$ cat src/design/tic_pkg.sv
// Shared types and constants of the timer and interrupt controller.
package tic_pkg;

	// Field widths fixed by the block's interface.
	localparam int TICK_W     = 5;
	localparam int FLAG_W     = 5;
	localparam int CNT_W      = 8;
	localparam int GAP_W      = 12;
	localparam int CTRL_W     = 3;
	localparam int VEC_W      = 8;
	localparam int SRC_IDX_W  = 3;
	localparam int CFG_IDX_W  = 2;
	localparam int CFG_DATA_W = 8;

	// Bit positions inside the control register and the flag word.
	localparam int CTRL_ON_BIT = 2;
	localparam int TIMER_IDX   = 2;
	localparam int KEYPAD_IDX  = 4;

	localparam logic [CNT_W-1:0] COUNT_MAX   = 8'hFF;
	localparam logic [VEC_W-1:0] VECTOR_BASE = 8'h40;

	// Configuration register indexes.
	typedef enum logic [CFG_IDX_W-1:0] {
		REG_TIMER_CONTROL    = 2'd0,
		REG_TIMER_MODULO     = 2'd1,
		REG_INTERRUPT_ENABLE = 2'd2
	} cfg_reg_t;

	// Interval select codes of the timer control register.
	typedef enum logic [1:0] {
		TSEL_64 = 2'b00,
		TSEL_1  = 2'b01,
		TSEL_4  = 2'b10,
		TSEL_16 = 2'b11
	} tsel_t;

	// Outcome of the dispatch check.
	typedef struct packed {
		logic              taken;
		logic [VEC_W-1:0]  vector;
		logic [FLAG_W-1:0] clear;
	} disp_t;

endpackage

$ cat src/design/tic_if.sv
// Handshake channels of the timer and interrupt controller.
interface tic_item_if;
	logic                       valid;
	logic                       ready;
	logic [tic_pkg::TICK_W-1:0] ticks;
	logic [tic_pkg::FLAG_W-1:0] request_mask;
	logic                       set_master_enable;

	modport source (output valid, ticks, request_mask, set_master_enable, input ready);
	modport sink (input valid, ticks, request_mask, set_master_enable, output ready);
endinterface

interface tic_result_if;
	logic                       valid;
	logic                       ready;
	logic [tic_pkg::CNT_W-1:0]  divider_value;
	logic [tic_pkg::CNT_W-1:0]  timer_value;
	logic [tic_pkg::FLAG_W-1:0] pending_flags;
	logic                       dispatch;
	logic [tic_pkg::VEC_W-1:0]  vector_address;
	logic                       halt_release;
	logic                       stop_release;

	modport source (output valid, divider_value, timer_value, pending_flags, dispatch,
		vector_address, halt_release, stop_release, input ready);
	modport sink (input valid, divider_value, timer_value, pending_flags, dispatch,
		vector_address, halt_release, stop_release, output ready);
endinterface

interface tic_cfg_if;
	logic                           valid;
	logic                           ready;
	logic [tic_pkg::CFG_IDX_W-1:0]  index;
	logic [tic_pkg::CFG_DATA_W-1:0] data;

	modport source (output valid, index, data, input ready);
	modport sink (input valid, index, data, output ready);
endinterface

$ cat src/design/tic_arbiter.sv
// Priority pick of the lowest enabled pending interrupt source.
module tic_arbiter (
	input  logic                       master,
	input  logic [tic_pkg::FLAG_W-1:0] ready_set,
	output tic_pkg::disp_t             disp
);
	import tic_pkg::*;

	logic [SRC_IDX_W-1:0] idx;
	logic [FLAG_W-1:0]    onehot;

	// Walk from the top down so the lowest set bit wins.
	always_comb begin
		idx = '0;
		onehot = '0;
		for (int i = FLAG_W - 1; i >= 0; i--) begin
			if (ready_set[i]) begin
				idx = SRC_IDX_W'(i);
				onehot = FLAG_W'(1) << i;
			end
		end
	end

	// A source is taken only with the master enable set.
	always_comb begin
		disp.taken = master && (ready_set != '0);
		disp.vector = disp.taken ? VECTOR_BASE + {2'b00, idx, 3'b000} : '0;
		disp.clear = disp.taken ? onehot : '0;
	end

endmodule

$ cat src/design/timer_and_interrupt_controller_top.sv
// Top level of the timer and interrupt controller.
//
//  Channel  Dir  Beat contents
//  -------  ---  ------------------------------------------------------------
//  item     in   ticks, request_mask, set_master_enable (one instruction)
//  result   out  divider/timer values, pending flags, dispatch, vector, wakes
//  cfg      in   index, data (timer control, timer modulo, interrupt enable)
//
// One item per cycle is sustained while results are taken. A beat is captured in an
// input register and its result lands in the output register when the beat leaves
// the input stage. The divider, timer and dispatch logic share that single stage.
// Reset clears the block state, the valid bits and the configuration registers to zero.
// When the result is not taken, the input stage holds one beat and then stalls.
module timer_and_interrupt_controller_top #(
	parameter int DIV_PERIOD = 256,
	parameter int TICK_UNIT  = 4,
	parameter int SOURCES    = 5
) (
	input logic         clk,
	input logic         arst_n,
	tic_item_if.sink    item,
	tic_result_if.source result,
	tic_cfg_if.sink     cfg
);
	import tic_pkg::*;

	localparam logic [FLAG_W-1:0] FLAG_MASK =
		(SOURCES >= FLAG_W) ? {FLAG_W{1'b1}} : FLAG_W'((1 << SOURCES) - 1);
	localparam logic signed [GAP_W-1:0] DIV_STEP = GAP_W'(DIV_PERIOD);
	localparam logic signed [GAP_W-1:0] IVL_64   = GAP_W'(TICK_UNIT * 64);
	localparam logic signed [GAP_W-1:0] IVL_1    = GAP_W'(TICK_UNIT);
	localparam logic signed [GAP_W-1:0] IVL_4    = GAP_W'(TICK_UNIT * 4);
	localparam logic signed [GAP_W-1:0] IVL_16   = GAP_W'(TICK_UNIT * 16);
	localparam logic signed [GAP_W-1:0] GAP_MIN  = {1'b1, {(GAP_W - 1){1'b0}}};

	// Subtract ticks from a deadline gap, saturating at the most negative value.
	function automatic logic signed [GAP_W-1:0] gap_sub(
		input logic signed [GAP_W-1:0] gap,
		input logic [TICK_W-1:0]       t
	);
		logic signed [GAP_W:0] d;
		d = {gap[GAP_W-1], gap} - {{(GAP_W + 1 - TICK_W){1'b0}}, t};
		if (d[GAP_W] && !d[GAP_W-1])
			return GAP_MIN;
		return d[GAP_W-1:0];
	endfunction

	// Configuration registers.
	logic [CTRL_W-1:0] ctrl_q;
	logic [CNT_W-1:0]  modulo_q;
	logic [FLAG_W-1:0] ie_q;

	// Block state.
	logic                    me_q;
	logic [FLAG_W-1:0]       flags_q;
	logic [CNT_W-1:0]        div_cnt_q;
	logic signed [GAP_W-1:0] div_gap_q;
	logic [CNT_W-1:0]        tmr_cnt_q;
	logic signed [GAP_W-1:0] tmr_gap_q;
	logic                    tmr_run_q;
	logic                    stop_q;

	// Input stage.
	logic              valid_s1;
	logic [TICK_W-1:0] ticks_s1;
	logic [FLAG_W-1:0] req_s1;
	logic              set_me_s1;

	// Output register.
	logic              res_valid_q;
	logic [CNT_W-1:0]  res_div_q;
	logic [CNT_W-1:0]  res_tmr_q;
	logic [FLAG_W-1:0] res_flags_q;
	logic              res_disp_q;
	logic [VEC_W-1:0]  res_vec_q;
	logic              res_halt_q;
	logic              res_stop_q;

	// Next-state values.
	logic                    adv;
	logic signed [GAP_W-1:0] div_gap_d;
	logic                    div_due;
	logic signed [GAP_W-1:0] div_gap_n;
	logic [CNT_W-1:0]        div_cnt_n;
	logic signed [GAP_W-1:0] tmr_base;
	logic signed [GAP_W-1:0] tmr_ivl;
	logic signed [GAP_W-1:0] tmr_gap_n;
	logic [CNT_W-1:0]        tmr_cnt_n;
	logic                    tmr_run_n;
	logic                    tmr_due;
	logic                    tmr_raise;
	logic [FLAG_W-1:0]       req_m;
	logic                    raised;
	logic [FLAG_W-1:0]       flags_mid;
	logic                    stop_n;
	logic                    me_mid;
	logic [FLAG_W-1:0]       ready_set;
	logic [FLAG_W-1:0]       flags_n;
	logic                    me_n;
	disp_t                   disp;

	// Handshakes: the stage moves on whenever the output register is free or drains.
	assign adv = valid_s1 && (!res_valid_q || result.ready);
	assign item.ready = !valid_s1 || adv;
	assign cfg.ready = 1'b1;

	// Configuration writes.
	always_ff @(posedge clk or negedge arst_n) begin
		if (!arst_n) begin
			ctrl_q <= '0;
			modulo_q <= '0;
			ie_q <= '0;
		end else if (cfg.valid) begin
			unique case (cfg_reg_t'(cfg.index))
				REG_TIMER_CONTROL:    ctrl_q <= cfg.data[CTRL_W-1:0];
				REG_TIMER_MODULO:     modulo_q <= cfg.data[CNT_W-1:0];
				REG_INTERRUPT_ENABLE: ie_q <= cfg.data[FLAG_W-1:0];
				default: ;
			endcase
		end
	end

	// Divider: one count per step once its deadline has passed.
	always_comb begin
		div_gap_d = gap_sub(div_gap_q, ticks_s1);
		div_due = div_gap_d[GAP_W-1] || (div_gap_d == '0);
		div_gap_n = div_due ? div_gap_d + DIV_STEP : div_gap_d;
		div_cnt_n = div_due ? div_cnt_q + CNT_W'(1) : div_cnt_q;
	end

	// Interval for the selected timer rate.
	always_comb begin
		unique case (tsel_t'(ctrl_q[1:0]))
			TSEL_64: tmr_ivl = IVL_64;
			TSEL_1:  tmr_ivl = IVL_1;
			TSEL_4:  tmr_ivl = IVL_4;
			TSEL_16: tmr_ivl = IVL_16;
			default: tmr_ivl = IVL_64;
		endcase
	end

	// Programmable timer: due at once when switched on, reloads on overflow.
	always_comb begin
		tmr_run_n = tmr_run_q;
		tmr_base = tmr_gap_q;
		tmr_due = 1'b0;
		if (ctrl_q[CTRL_ON_BIT]) begin
			tmr_run_n = 1'b1;
			if (!tmr_run_q) begin
				tmr_base = '0;
				tmr_due = 1'b1;
			end else begin
				tmr_base = gap_sub(tmr_gap_q, ticks_s1);
				tmr_due = tmr_base[GAP_W-1] || (tmr_base == '0);
			end
		end else begin
			tmr_run_n = 1'b0;
		end
		tmr_gap_n = tmr_due ? tmr_base + tmr_ivl : tmr_base;
		tmr_raise = 1'b0;
		tmr_cnt_n = tmr_cnt_q;
		if (tmr_due) begin
			if (tmr_cnt_q == COUNT_MAX) begin
				tmr_cnt_n = modulo_q;
				tmr_raise = FLAG_MASK[TIMER_IDX];
			end else begin
				tmr_cnt_n = tmr_cnt_q + CNT_W'(1);
			end
		end
	end

	// Request merge and wake tracking.
	always_comb begin
		req_m = req_s1 & FLAG_MASK;
		raised = tmr_raise || (req_m != '0);
		flags_mid = flags_q | req_m | (tmr_raise ? (FLAG_W'(1) << TIMER_IDX) : '0);
		stop_n = raised ? flags_mid[KEYPAD_IDX] : stop_q;
		me_mid = me_q || set_me_s1;
		ready_set = flags_mid & ie_q & FLAG_MASK;
	end

	tic_arbiter u_arb (
		.master    (me_mid),
		.ready_set (ready_set),
		.disp      (disp)
	);

	// Dispatch clears the taken flag and the master enable.
	always_comb begin
		flags_n = flags_mid & ~disp.clear;
		me_n = disp.taken ? 1'b0 : me_mid;
	end

	// State update, one step per beat leaving the input stage.
	always_ff @(posedge clk or negedge arst_n) begin
		if (!arst_n) begin
			me_q <= 1'b0;
			flags_q <= '0;
			div_cnt_q <= '0;
			div_gap_q <= '0;
			tmr_cnt_q <= '0;
			tmr_gap_q <= '0;
			tmr_run_q <= 1'b0;
			stop_q <= 1'b0;
		end else if (adv) begin
			me_q <= me_n;
			flags_q <= flags_n;
			div_cnt_q <= div_cnt_n;
			div_gap_q <= div_gap_n;
			tmr_cnt_q <= tmr_cnt_n;
			tmr_gap_q <= tmr_gap_n;
			tmr_run_q <= tmr_run_n;
			stop_q <= stop_n;
		end
	end

	// Input stage valid.
	always_ff @(posedge clk or negedge arst_n) begin
		if (!arst_n) begin
			valid_s1 <= 1'b0;
		end else if (item.valid && item.ready) begin
			valid_s1 <= 1'b1;
		end else if (adv) begin
			valid_s1 <= 1'b0;
		end
	end

	// Input stage payload.
	always_ff @(posedge clk) begin
		if (item.valid && item.ready) begin
			ticks_s1 <= item.ticks;
			req_s1 <= item.request_mask;
			set_me_s1 <= item.set_master_enable;
		end
	end

	// Output register valid.
	always_ff @(posedge clk or negedge arst_n) begin
		if (!arst_n) begin
			res_valid_q <= 1'b0;
		end else if (adv) begin
			res_valid_q <= 1'b1;
		end else if (result.ready) begin
			res_valid_q <= 1'b0;
		end
	end

	// Output register payload.
	always_ff @(posedge clk) begin
		if (adv) begin
			res_div_q <= div_cnt_n;
			res_tmr_q <= tmr_cnt_n;
			res_flags_q <= flags_n;
			res_disp_q <= disp.taken;
			res_vec_q <= disp.vector;
			res_halt_q <= raised;
			res_stop_q <= stop_n;
		end
	end

	assign result.valid = res_valid_q;
	assign result.divider_value = res_div_q;
	assign result.timer_value = res_tmr_q;
	assign result.pending_flags = res_flags_q;
	assign result.dispatch = res_disp_q;
	assign result.vector_address = res_vec_q;
	assign result.halt_release = res_halt_q;
	assign result.stop_release = res_stop_q;

endmodule

$ cat src/flat_wrapper.sv
// flat-port wrapper written by rule: the top's interface ports become plain ports
module timer_and_interrupt_controller_top_flat import tic_pkg::*;
#(
	parameter int DIV_PERIOD = 256,
	parameter int TICK_UNIT  = 4,
	parameter int SOURCES    = 5
)
  (clk, arst_n, item_valid, item_ticks, item_request_mask, item_set_master_enable, item_ready, result_valid, result_divider_value, result_timer_value, result_pending_flags, result_dispatch, result_vector_address, result_halt_release, result_stop_release, result_ready, cfg_valid, cfg_index, cfg_data, cfg_ready);
  tic_item_if item_i ();
  tic_result_if result_i ();
  tic_cfg_if cfg_i ();
  input logic clk;
  input logic arst_n;
  input wire logic [$bits(item_i.valid)-1:0] item_valid;
  input wire logic [$bits(item_i.ticks)-1:0] item_ticks;
  input wire logic [$bits(item_i.request_mask)-1:0] item_request_mask;
  input wire logic [$bits(item_i.set_master_enable)-1:0] item_set_master_enable;
  output wire logic [$bits(item_i.ready)-1:0] item_ready;
  output wire logic [$bits(result_i.valid)-1:0] result_valid;
  output wire logic [$bits(result_i.divider_value)-1:0] result_divider_value;
  output wire logic [$bits(result_i.timer_value)-1:0] result_timer_value;
  output wire logic [$bits(result_i.pending_flags)-1:0] result_pending_flags;
  output wire logic [$bits(result_i.dispatch)-1:0] result_dispatch;
  output wire logic [$bits(result_i.vector_address)-1:0] result_vector_address;
  output wire logic [$bits(result_i.halt_release)-1:0] result_halt_release;
  output wire logic [$bits(result_i.stop_release)-1:0] result_stop_release;
  input wire logic [$bits(result_i.ready)-1:0] result_ready;
  input wire logic [$bits(cfg_i.valid)-1:0] cfg_valid;
  input wire logic [$bits(cfg_i.index)-1:0] cfg_index;
  input wire logic [$bits(cfg_i.data)-1:0] cfg_data;
  output wire logic [$bits(cfg_i.ready)-1:0] cfg_ready;
  assign item_i.valid = item_valid;
  assign item_i.ticks = item_ticks;
  assign item_i.request_mask = item_request_mask;
  assign item_i.set_master_enable = item_set_master_enable;
  assign item_ready = item_i.ready;
  assign result_valid = result_i.valid;
  assign result_divider_value = result_i.divider_value;
  assign result_timer_value = result_i.timer_value;
  assign result_pending_flags = result_i.pending_flags;
  assign result_dispatch = result_i.dispatch;
  assign result_vector_address = result_i.vector_address;
  assign result_halt_release = result_i.halt_release;
  assign result_stop_release = result_i.stop_release;
  assign result_i.ready = result_ready;
  assign cfg_i.valid = cfg_valid;
  assign cfg_i.index = cfg_index;
  assign cfg_i.data = cfg_data;
  assign cfg_ready = cfg_i.ready;
  timer_and_interrupt_controller_top #(.DIV_PERIOD(DIV_PERIOD), .TICK_UNIT(TICK_UNIT), .SOURCES(SOURCES)) u_core (.clk(clk), .arst_n(arst_n), .item(item_i), .result(result_i), .cfg(cfg_i));
endmodule
$ cat config.mk
export PLATFORM = sky130hd
export DESIGN_NAME = timer_and_interrupt_controller_top_flat
export DESIGN_NICKNAME = d
export VERILOG_FILES = /design/src/design/tic_pkg.sv /design/src/design/tic_if.sv /design/src/design/tic_arbiter.sv /design/src/design/timer_and_interrupt_controller_top.sv /design/src/flat_wrapper.sv
export SDC_FILE = /design/constraint.sdc
export NUM_CORES = 1
export LEC_CHECK = 0
export BUFFER_PORTS_ARGS = -buffer_cell sky130_fd_sc_hd__buf_2
export CORE_MARGIN = 2
export CORE_UTILIZATION = 55
export DETAILED_ROUTE_END_ITERATION = 12
export MAX_ROUTING_LAYER = met4
export PLACE_DENSITY = 0.76
export REMOVE_ABC_BUFFERS = 1
export SKIP_LAST_GASP = 1
export SLEW_MARGIN = 20
export SYNTH_ARGS = -nofsm -noshare
export SYNTH_HDL_FRONTEND = slang
export SYNTH_SLANG_ARGS = --single-unit
$ cat constraint.sdc
create_clock -name clk -period 5 [get_ports clk]
set_clock_uncertainty 0.2 [all_clocks]
set_input_delay 1 -clock clk [delete_from_list [all_inputs] [get_ports clk]]
set_output_delay 1 -clock clk [all_outputs]
set_load 0.02 [all_outputs]
# --- After elaboration in Yosys (flattened, before gate mapping) ---
# Index checks and enable logic that the tools add are counted.
classes:
  bitwise_logic: 5
  n_eq_ne: 6
  n_addsub: 7
  reduce_logical: 26
  mux: 41
ops:
  columns: ["cell", "n"]
  rows:
  - ["$mux 12", 10]
  - ["$pmux 12 s4", 1]
  - ["$mux 5", 6]
  - ["$sub 12x6->13", 2]
  - ["$logic_not 12->1", 2]
  - ["$mux 8", 3]
  - ["$mux 3", 6]
  - ["$add 8x1->8 const B", 2]
  - ["$mux 1", 15]
  - ["$add 12x10->12 const B", 1]
  - ["$add 12x12->12", 1]
  - ["$and 5x5->5", 2]
  - ["$or 5x5->5", 2]
  - ["$reduce_bool 5->1", 2]
  - ["$add 7x6->8 const A", 1]
  - ["$eq 8x8->1 const B", 1]
  - ["$eq 2x2->1 const B", 3]
  - ["$logic_or 1x1->1", 6]
  - ["$reduce_and 2->1", 3]
  - ["$logic_and 1x1->1", 5]
  - ["$not 5->5", 1]
  - ["$eq 2x1->1 const B", 2]
  - ["$logic_not 1->1", 4]
  - ["$logic_not 2->1", 2]
  - ["$reduce_bool 2->1", 2]
word_totals:
  out_inout_bits: 35
  register_bits: 109

# --- Logic depth before layout (Yosys ltp) ---
logic_depth:
  ltp_word: 25
  ltp_mapped: 19
  ltp_nobuf: 18

# --- Cells and area by module ---
# Synthesis repeated with hierarchy kept, for this count alone.
hier_totals:
  cells_unflattened: 588
  hier_area_um2: 6104.6
by_module_without_submodules:
  columns: ["mod", "seq_area_each_um2", "cells_each", "instances", "area_each_um2"]
  rows:
  - ["timer_and_interrupt_controller_top", 2942.8, 566, 1, 5964.5]
  - ["tic_arbiter", 0.0, 22, 1, 140.1]

# --- Worst setup path before layout ---
# OpenSTA, ideal clock, no wires.
synth_timing:
  kind: "register to register"
  from: "register u_core.tmr_gap_q[0]"
  to: "register u_core.tmr_gap_q[8]"
  t_required_ns: 4.674
  arrival_time_ns: 3.508
  period_less_slack_ns: 3.834
  setup_time_ns: 0.126
  path_stages_with_launch: 20
  setup_slack_ns: 1.166
  cell_sequence: "dfrtp_1 > inv_1 > ha_1 > inv_1 > fa_1 > a211oi_2 > nor2_2 > a211oi_2 > or3_1 > buf_6 > buf_8 > o22ai_1 > ha_1 > ha_1 > a21o_1 > a21oi_1 > o31ai_4 > a21oi_1 > a21oi_1 > a221o_1"
synth_between:
  elab_chain_len: 14
synth_rtl:
  columns: ["item", "line_no", "text"]
  rows:
  - ["start, declared", "timer_and_interrupt_controller_top.sv:59", "logic signed [GAP_W-1:0] tmr_gap_q;"]
  - ["start signal, assigned", "timer_and_interrupt_controller_top.sv:211", "tmr_gap_q <= tmr_gap_n;"]
  - ["branches (longest 13 deep; another with $sub 12x6->13)", null, null]
  - ["$mux 12 (*)", "timer_and_interrupt_controller_top.sv:159", "tmr_gap_n = tmr_due ? tmr_base + tmr_ivl : tmr_base;"]
# Mark *: on every way between the ends. The select of a mux whose other input is x is not followed.
# A chain may end at the register's enable or synchronous reset.

# --- Worst setup path in the final report ---
# Same ends and word-level chain as after synthesis.

==> impl_metrics.ini <==
[critical_path]
rrSetupSlack_ns = 0.77
r2r_start = u_core.tmr_gap_q[0]
critPathRequiredTime_ns = 5.07
critPathKind = reg2reg
critical_path.max_fanout = 9
critical_path_arrival_ns = 4.30
crit_path_end_kind = flip-flop
ff2ff_path_depth = 18
r2r-end = u_core.tmr_gap_q[8]
cp-start-kind = flip-flop

[power]
ir_worst_vdd_mv = 0.269
power.leakage_nw = 2.71
p_comb_share_pct = 44.1
pwr-share-clk_pct = 15.4
seq_power_share_pct = 40.5
power.density_nw_per_um2 = 521
p_sw_share_pct = 42.2
internal-power_mw = 1.95
p_sw_mw = 1.42

[floorplan]
dieArea_sq_um = 11600
initial_utilization_pct = 57.1
num_rows = 37
die_w_microns = 108
io_pins = 61
core-area_sq_um = 10400
dieHeight_microns = 108

[final_layout]
num-fill-cells = 838
area_delta_synth_final_pct = 9.19
post-route-cell-area_sq_um = 6460
final_cells = 758
nets = 664
num_antenna_cells = 0
final_layout_size_suffix_gt1_share_pct = 20.3

[timing]
period_share_pct = 84.6
tightest_slew_ns = 0.886
setup_viol = 0
slew_viol_final = 0
rsz0062_at_grt = no
hold_viol = 0
finalCriticalPeriod_ns = 4.23
fmax_mhz = 236
fin_setup_tns_ns = 0
slew_headroom_pct = 40.9

[clock_tree]
clkTransAtPathRegs_ns = 0.10
htree_levels = 3
cts_sinks = 105
cts_buffers = 9
cts_buffer_depth = 2
cts_resized = 0
cts_setup_buffers = 0
cts_hold_buf = 0
cts_root_buf = clkbuf_8
clk_latency_ns = 0.39
cts_tree = built

[route]
post_drt_via_cell_ratio = 5.96
dr.first_iter.drc_count = 242
first_pass_iters = 5
wl_per_cell_microns = 16.7
route.detailed.drc = 0
ant_nets = 0
via_count = 4517
routed_wl_microns = 12600

[synth]
yosys_most_used_dff = dfrtp_1
muxShareOfSynthArea_pct = 5.81
synth_compound_area_share_pct = 17.1
synth-simple-area-share_pct = 16.5
avgSynthCellArea_sq_um = 10.4
ys_ff_latch = 105
synth.distinct_cells = 74
async_reset_ff_share_pct = 62.9
synth_top_family_by_area = compound AO/OA/AOI/OAI gates
synthCells = 567
syn_area_sq_um = 5920
synth-xor-area-share_pct = 4.14
synth-edff-count = 39
synth_fa_ha_area_share_pct = 4.69
ys_seq_area_share_pct = 47.7
yosysWarnings = 0

[placement]
dp.cells = 742
place_congestion = 0.913
dpl_cell_area_sq_um = 6270
port_buffers = 55
hpwl_microns = 9060

[global_route]
grt_max_degree = 48
grt_overflow = 0
gr-usage-all-layers_pct = 23.2
first_global_vias = 4332
grt_pass1_wl_microns = 20700
antenna_found_initial = 0

[min_path]
holdPathStages = 2
hold_class = reg2reg
min_to = u_core.div_gap_q[4]
min_from = u_core.div_gap_q[4]

[run]
cap_violations = 0

[run_status]
status = complete, no violations
area by class of cell:
cell class                      count  area (sq um)  share of cell area [%]
Timing Repair Buffer               61           320                    4.96
Tap cell                          136           170                    2.63
Clock buffer                       10           128                    1.97
Clock inverter                      6          61.3                   0.949
Sequential cell                   105          2820                    43.7
Inverter                           23          86.3                    1.34
Multi-Input combinational cell    417          2880                    44.5
power groups by stage:
stage                     Sequential, mW  Clock, mW  Combinational [mW]
final                               1.36      0.518                1.49
after global routing                1.40      0.561                1.64
after CTS                           1.36      0.526                1.47
after detailed placement            1.37          0                1.46
after global placement              1.36          0                1.41
after floorplan                     1.37          0                1.10
registers in the layout, indices dropped and copies added (netlist names), 3 cells and up:
| signal | cells |
|---|---|
| u_core.req_m | 5 |
| u_core.result.timer_value | 8 |
| u_core.ctrl_q | 3 |
| u_core.div_gap_q | 12 |
| u_core.ie_q | 5 |
| u_core.result.divider_value | 8 |
| u_core.modulo_q | 8 |
| u_core.ticks_s1 | 5 |
| u_core.div_cnt_q | 8 |
| u_core.result.pending_flags | 5 |
| u_core.flags_q | 5 |
| u_core.tmr_cnt_q | 8 |
| u_core.tmr_gap_q | 12 |
| u_core.result.vector_address | 4 |
worst max path at each step:
stage / startpoint / end / slack [ns] / depth (start not counted)
2_1_floorplan: u_core.div_gap_q[0] / u_core.div_cnt_q[1] / 0.96 / 17
3_5_place_dp: u_core.div_gap_q[0] / u_core.result.divider_value[1] / 0.84 / 16
4_1_cts: u_core.div_gap_q[0] / u_core.result.divider_value[1] / 0.81 / 16
3_3_place_gp: u_core.tmr_gap_q[0] / u_core.tmr_gap_q[8] / 0.96 / 18
5_1_grt: u_core.tmr_gap_q[0] / u_core.tmr_gap_q[10] / 0.44 / 18
6_report: u_core.tmr_gap_q[0] / u_core.tmr_gap_q[8] / 0.77 / 18
critical path, stage by stage (launching register included):
cell and delay, ns:
dfrtp_1 0.39, inv_1 0.06, ha_1 0.15, inv_1 0.06
fa_1 0.41, a211oi_2 0.36, nor2_2 0.11, a211oi_2 0.30
or3_1 0.36, nor4_1 0.08, o22a_1 0.22, ha_1 0.33
inv_1 0.14, nor3_1 0.08, a21oi_1 0.26, o31ai_4 0.12
a21oi_1 0.13, a21oi_1 0.06, a221o_1 0.29
Yosys cell counts (all sizes together) (12+ instances only):
cell type / count / area, sq um
inv: 23 / 86.3
xor2: 17 / 149
ha: 19 / 238
mux2: 27 / 304
o21ai: 28 / 144
nor3: 25 / 125
nand3: 13 / 65.1
buf: 14 / 104
dfrtp: 66 / 1650
a21oi: 35 / 175
nand2: 44 / 165
edfxtp: 39 / 1170
nor2: 43 / 164
o31ai: 12 / 123
logic make-up after synthesis:
family,after synthesis
AND/OR/NAND/NOR,192
AO/OA/AOI/OAI,140
flip-flops,105
buffers and inverters,48
multiplexers,31
XOR/XNOR,28
adder cells (fa/ha/maj),21
other,2
layout by cell type, fill, tap and decap left out, drive strengths merged, types with 25 or more instances in the layout:
master,n
nor3,25
inv,26
edfxtp,39
buf,61
o21ai,28
dfrtp,66
nor2,43
mux2,27
nand2,44
a21oi,35
per-stage QoR:
step	worst slack (ns)	utilization [%]	hold slack [ns]	power [mW]
4_1_cts	0.812	62.3	0.297	3.36
6_report	0.769	62.3	0.293	3.37
5_1_grt	0.443	62.3	0.326	3.59
2_1_floorplan	0.955	-	0.249	2.46
3_5_place_dp	0.839	60.5	0.272	2.83
3_3_place_gp	0.957	60.5	0.262	2.78
routing by layer:
metal  share of wire, %  wire length (microns)  global-route usage (%)
met5                  0                      0                       -
met4                1.9                    237                    8.15
met3                5.5                    698                    2.72
met2                 48                   6100                    37.3
met1                 44                   5600                    30.8
No activity file was read; power rests on OpenSTA's default activity.
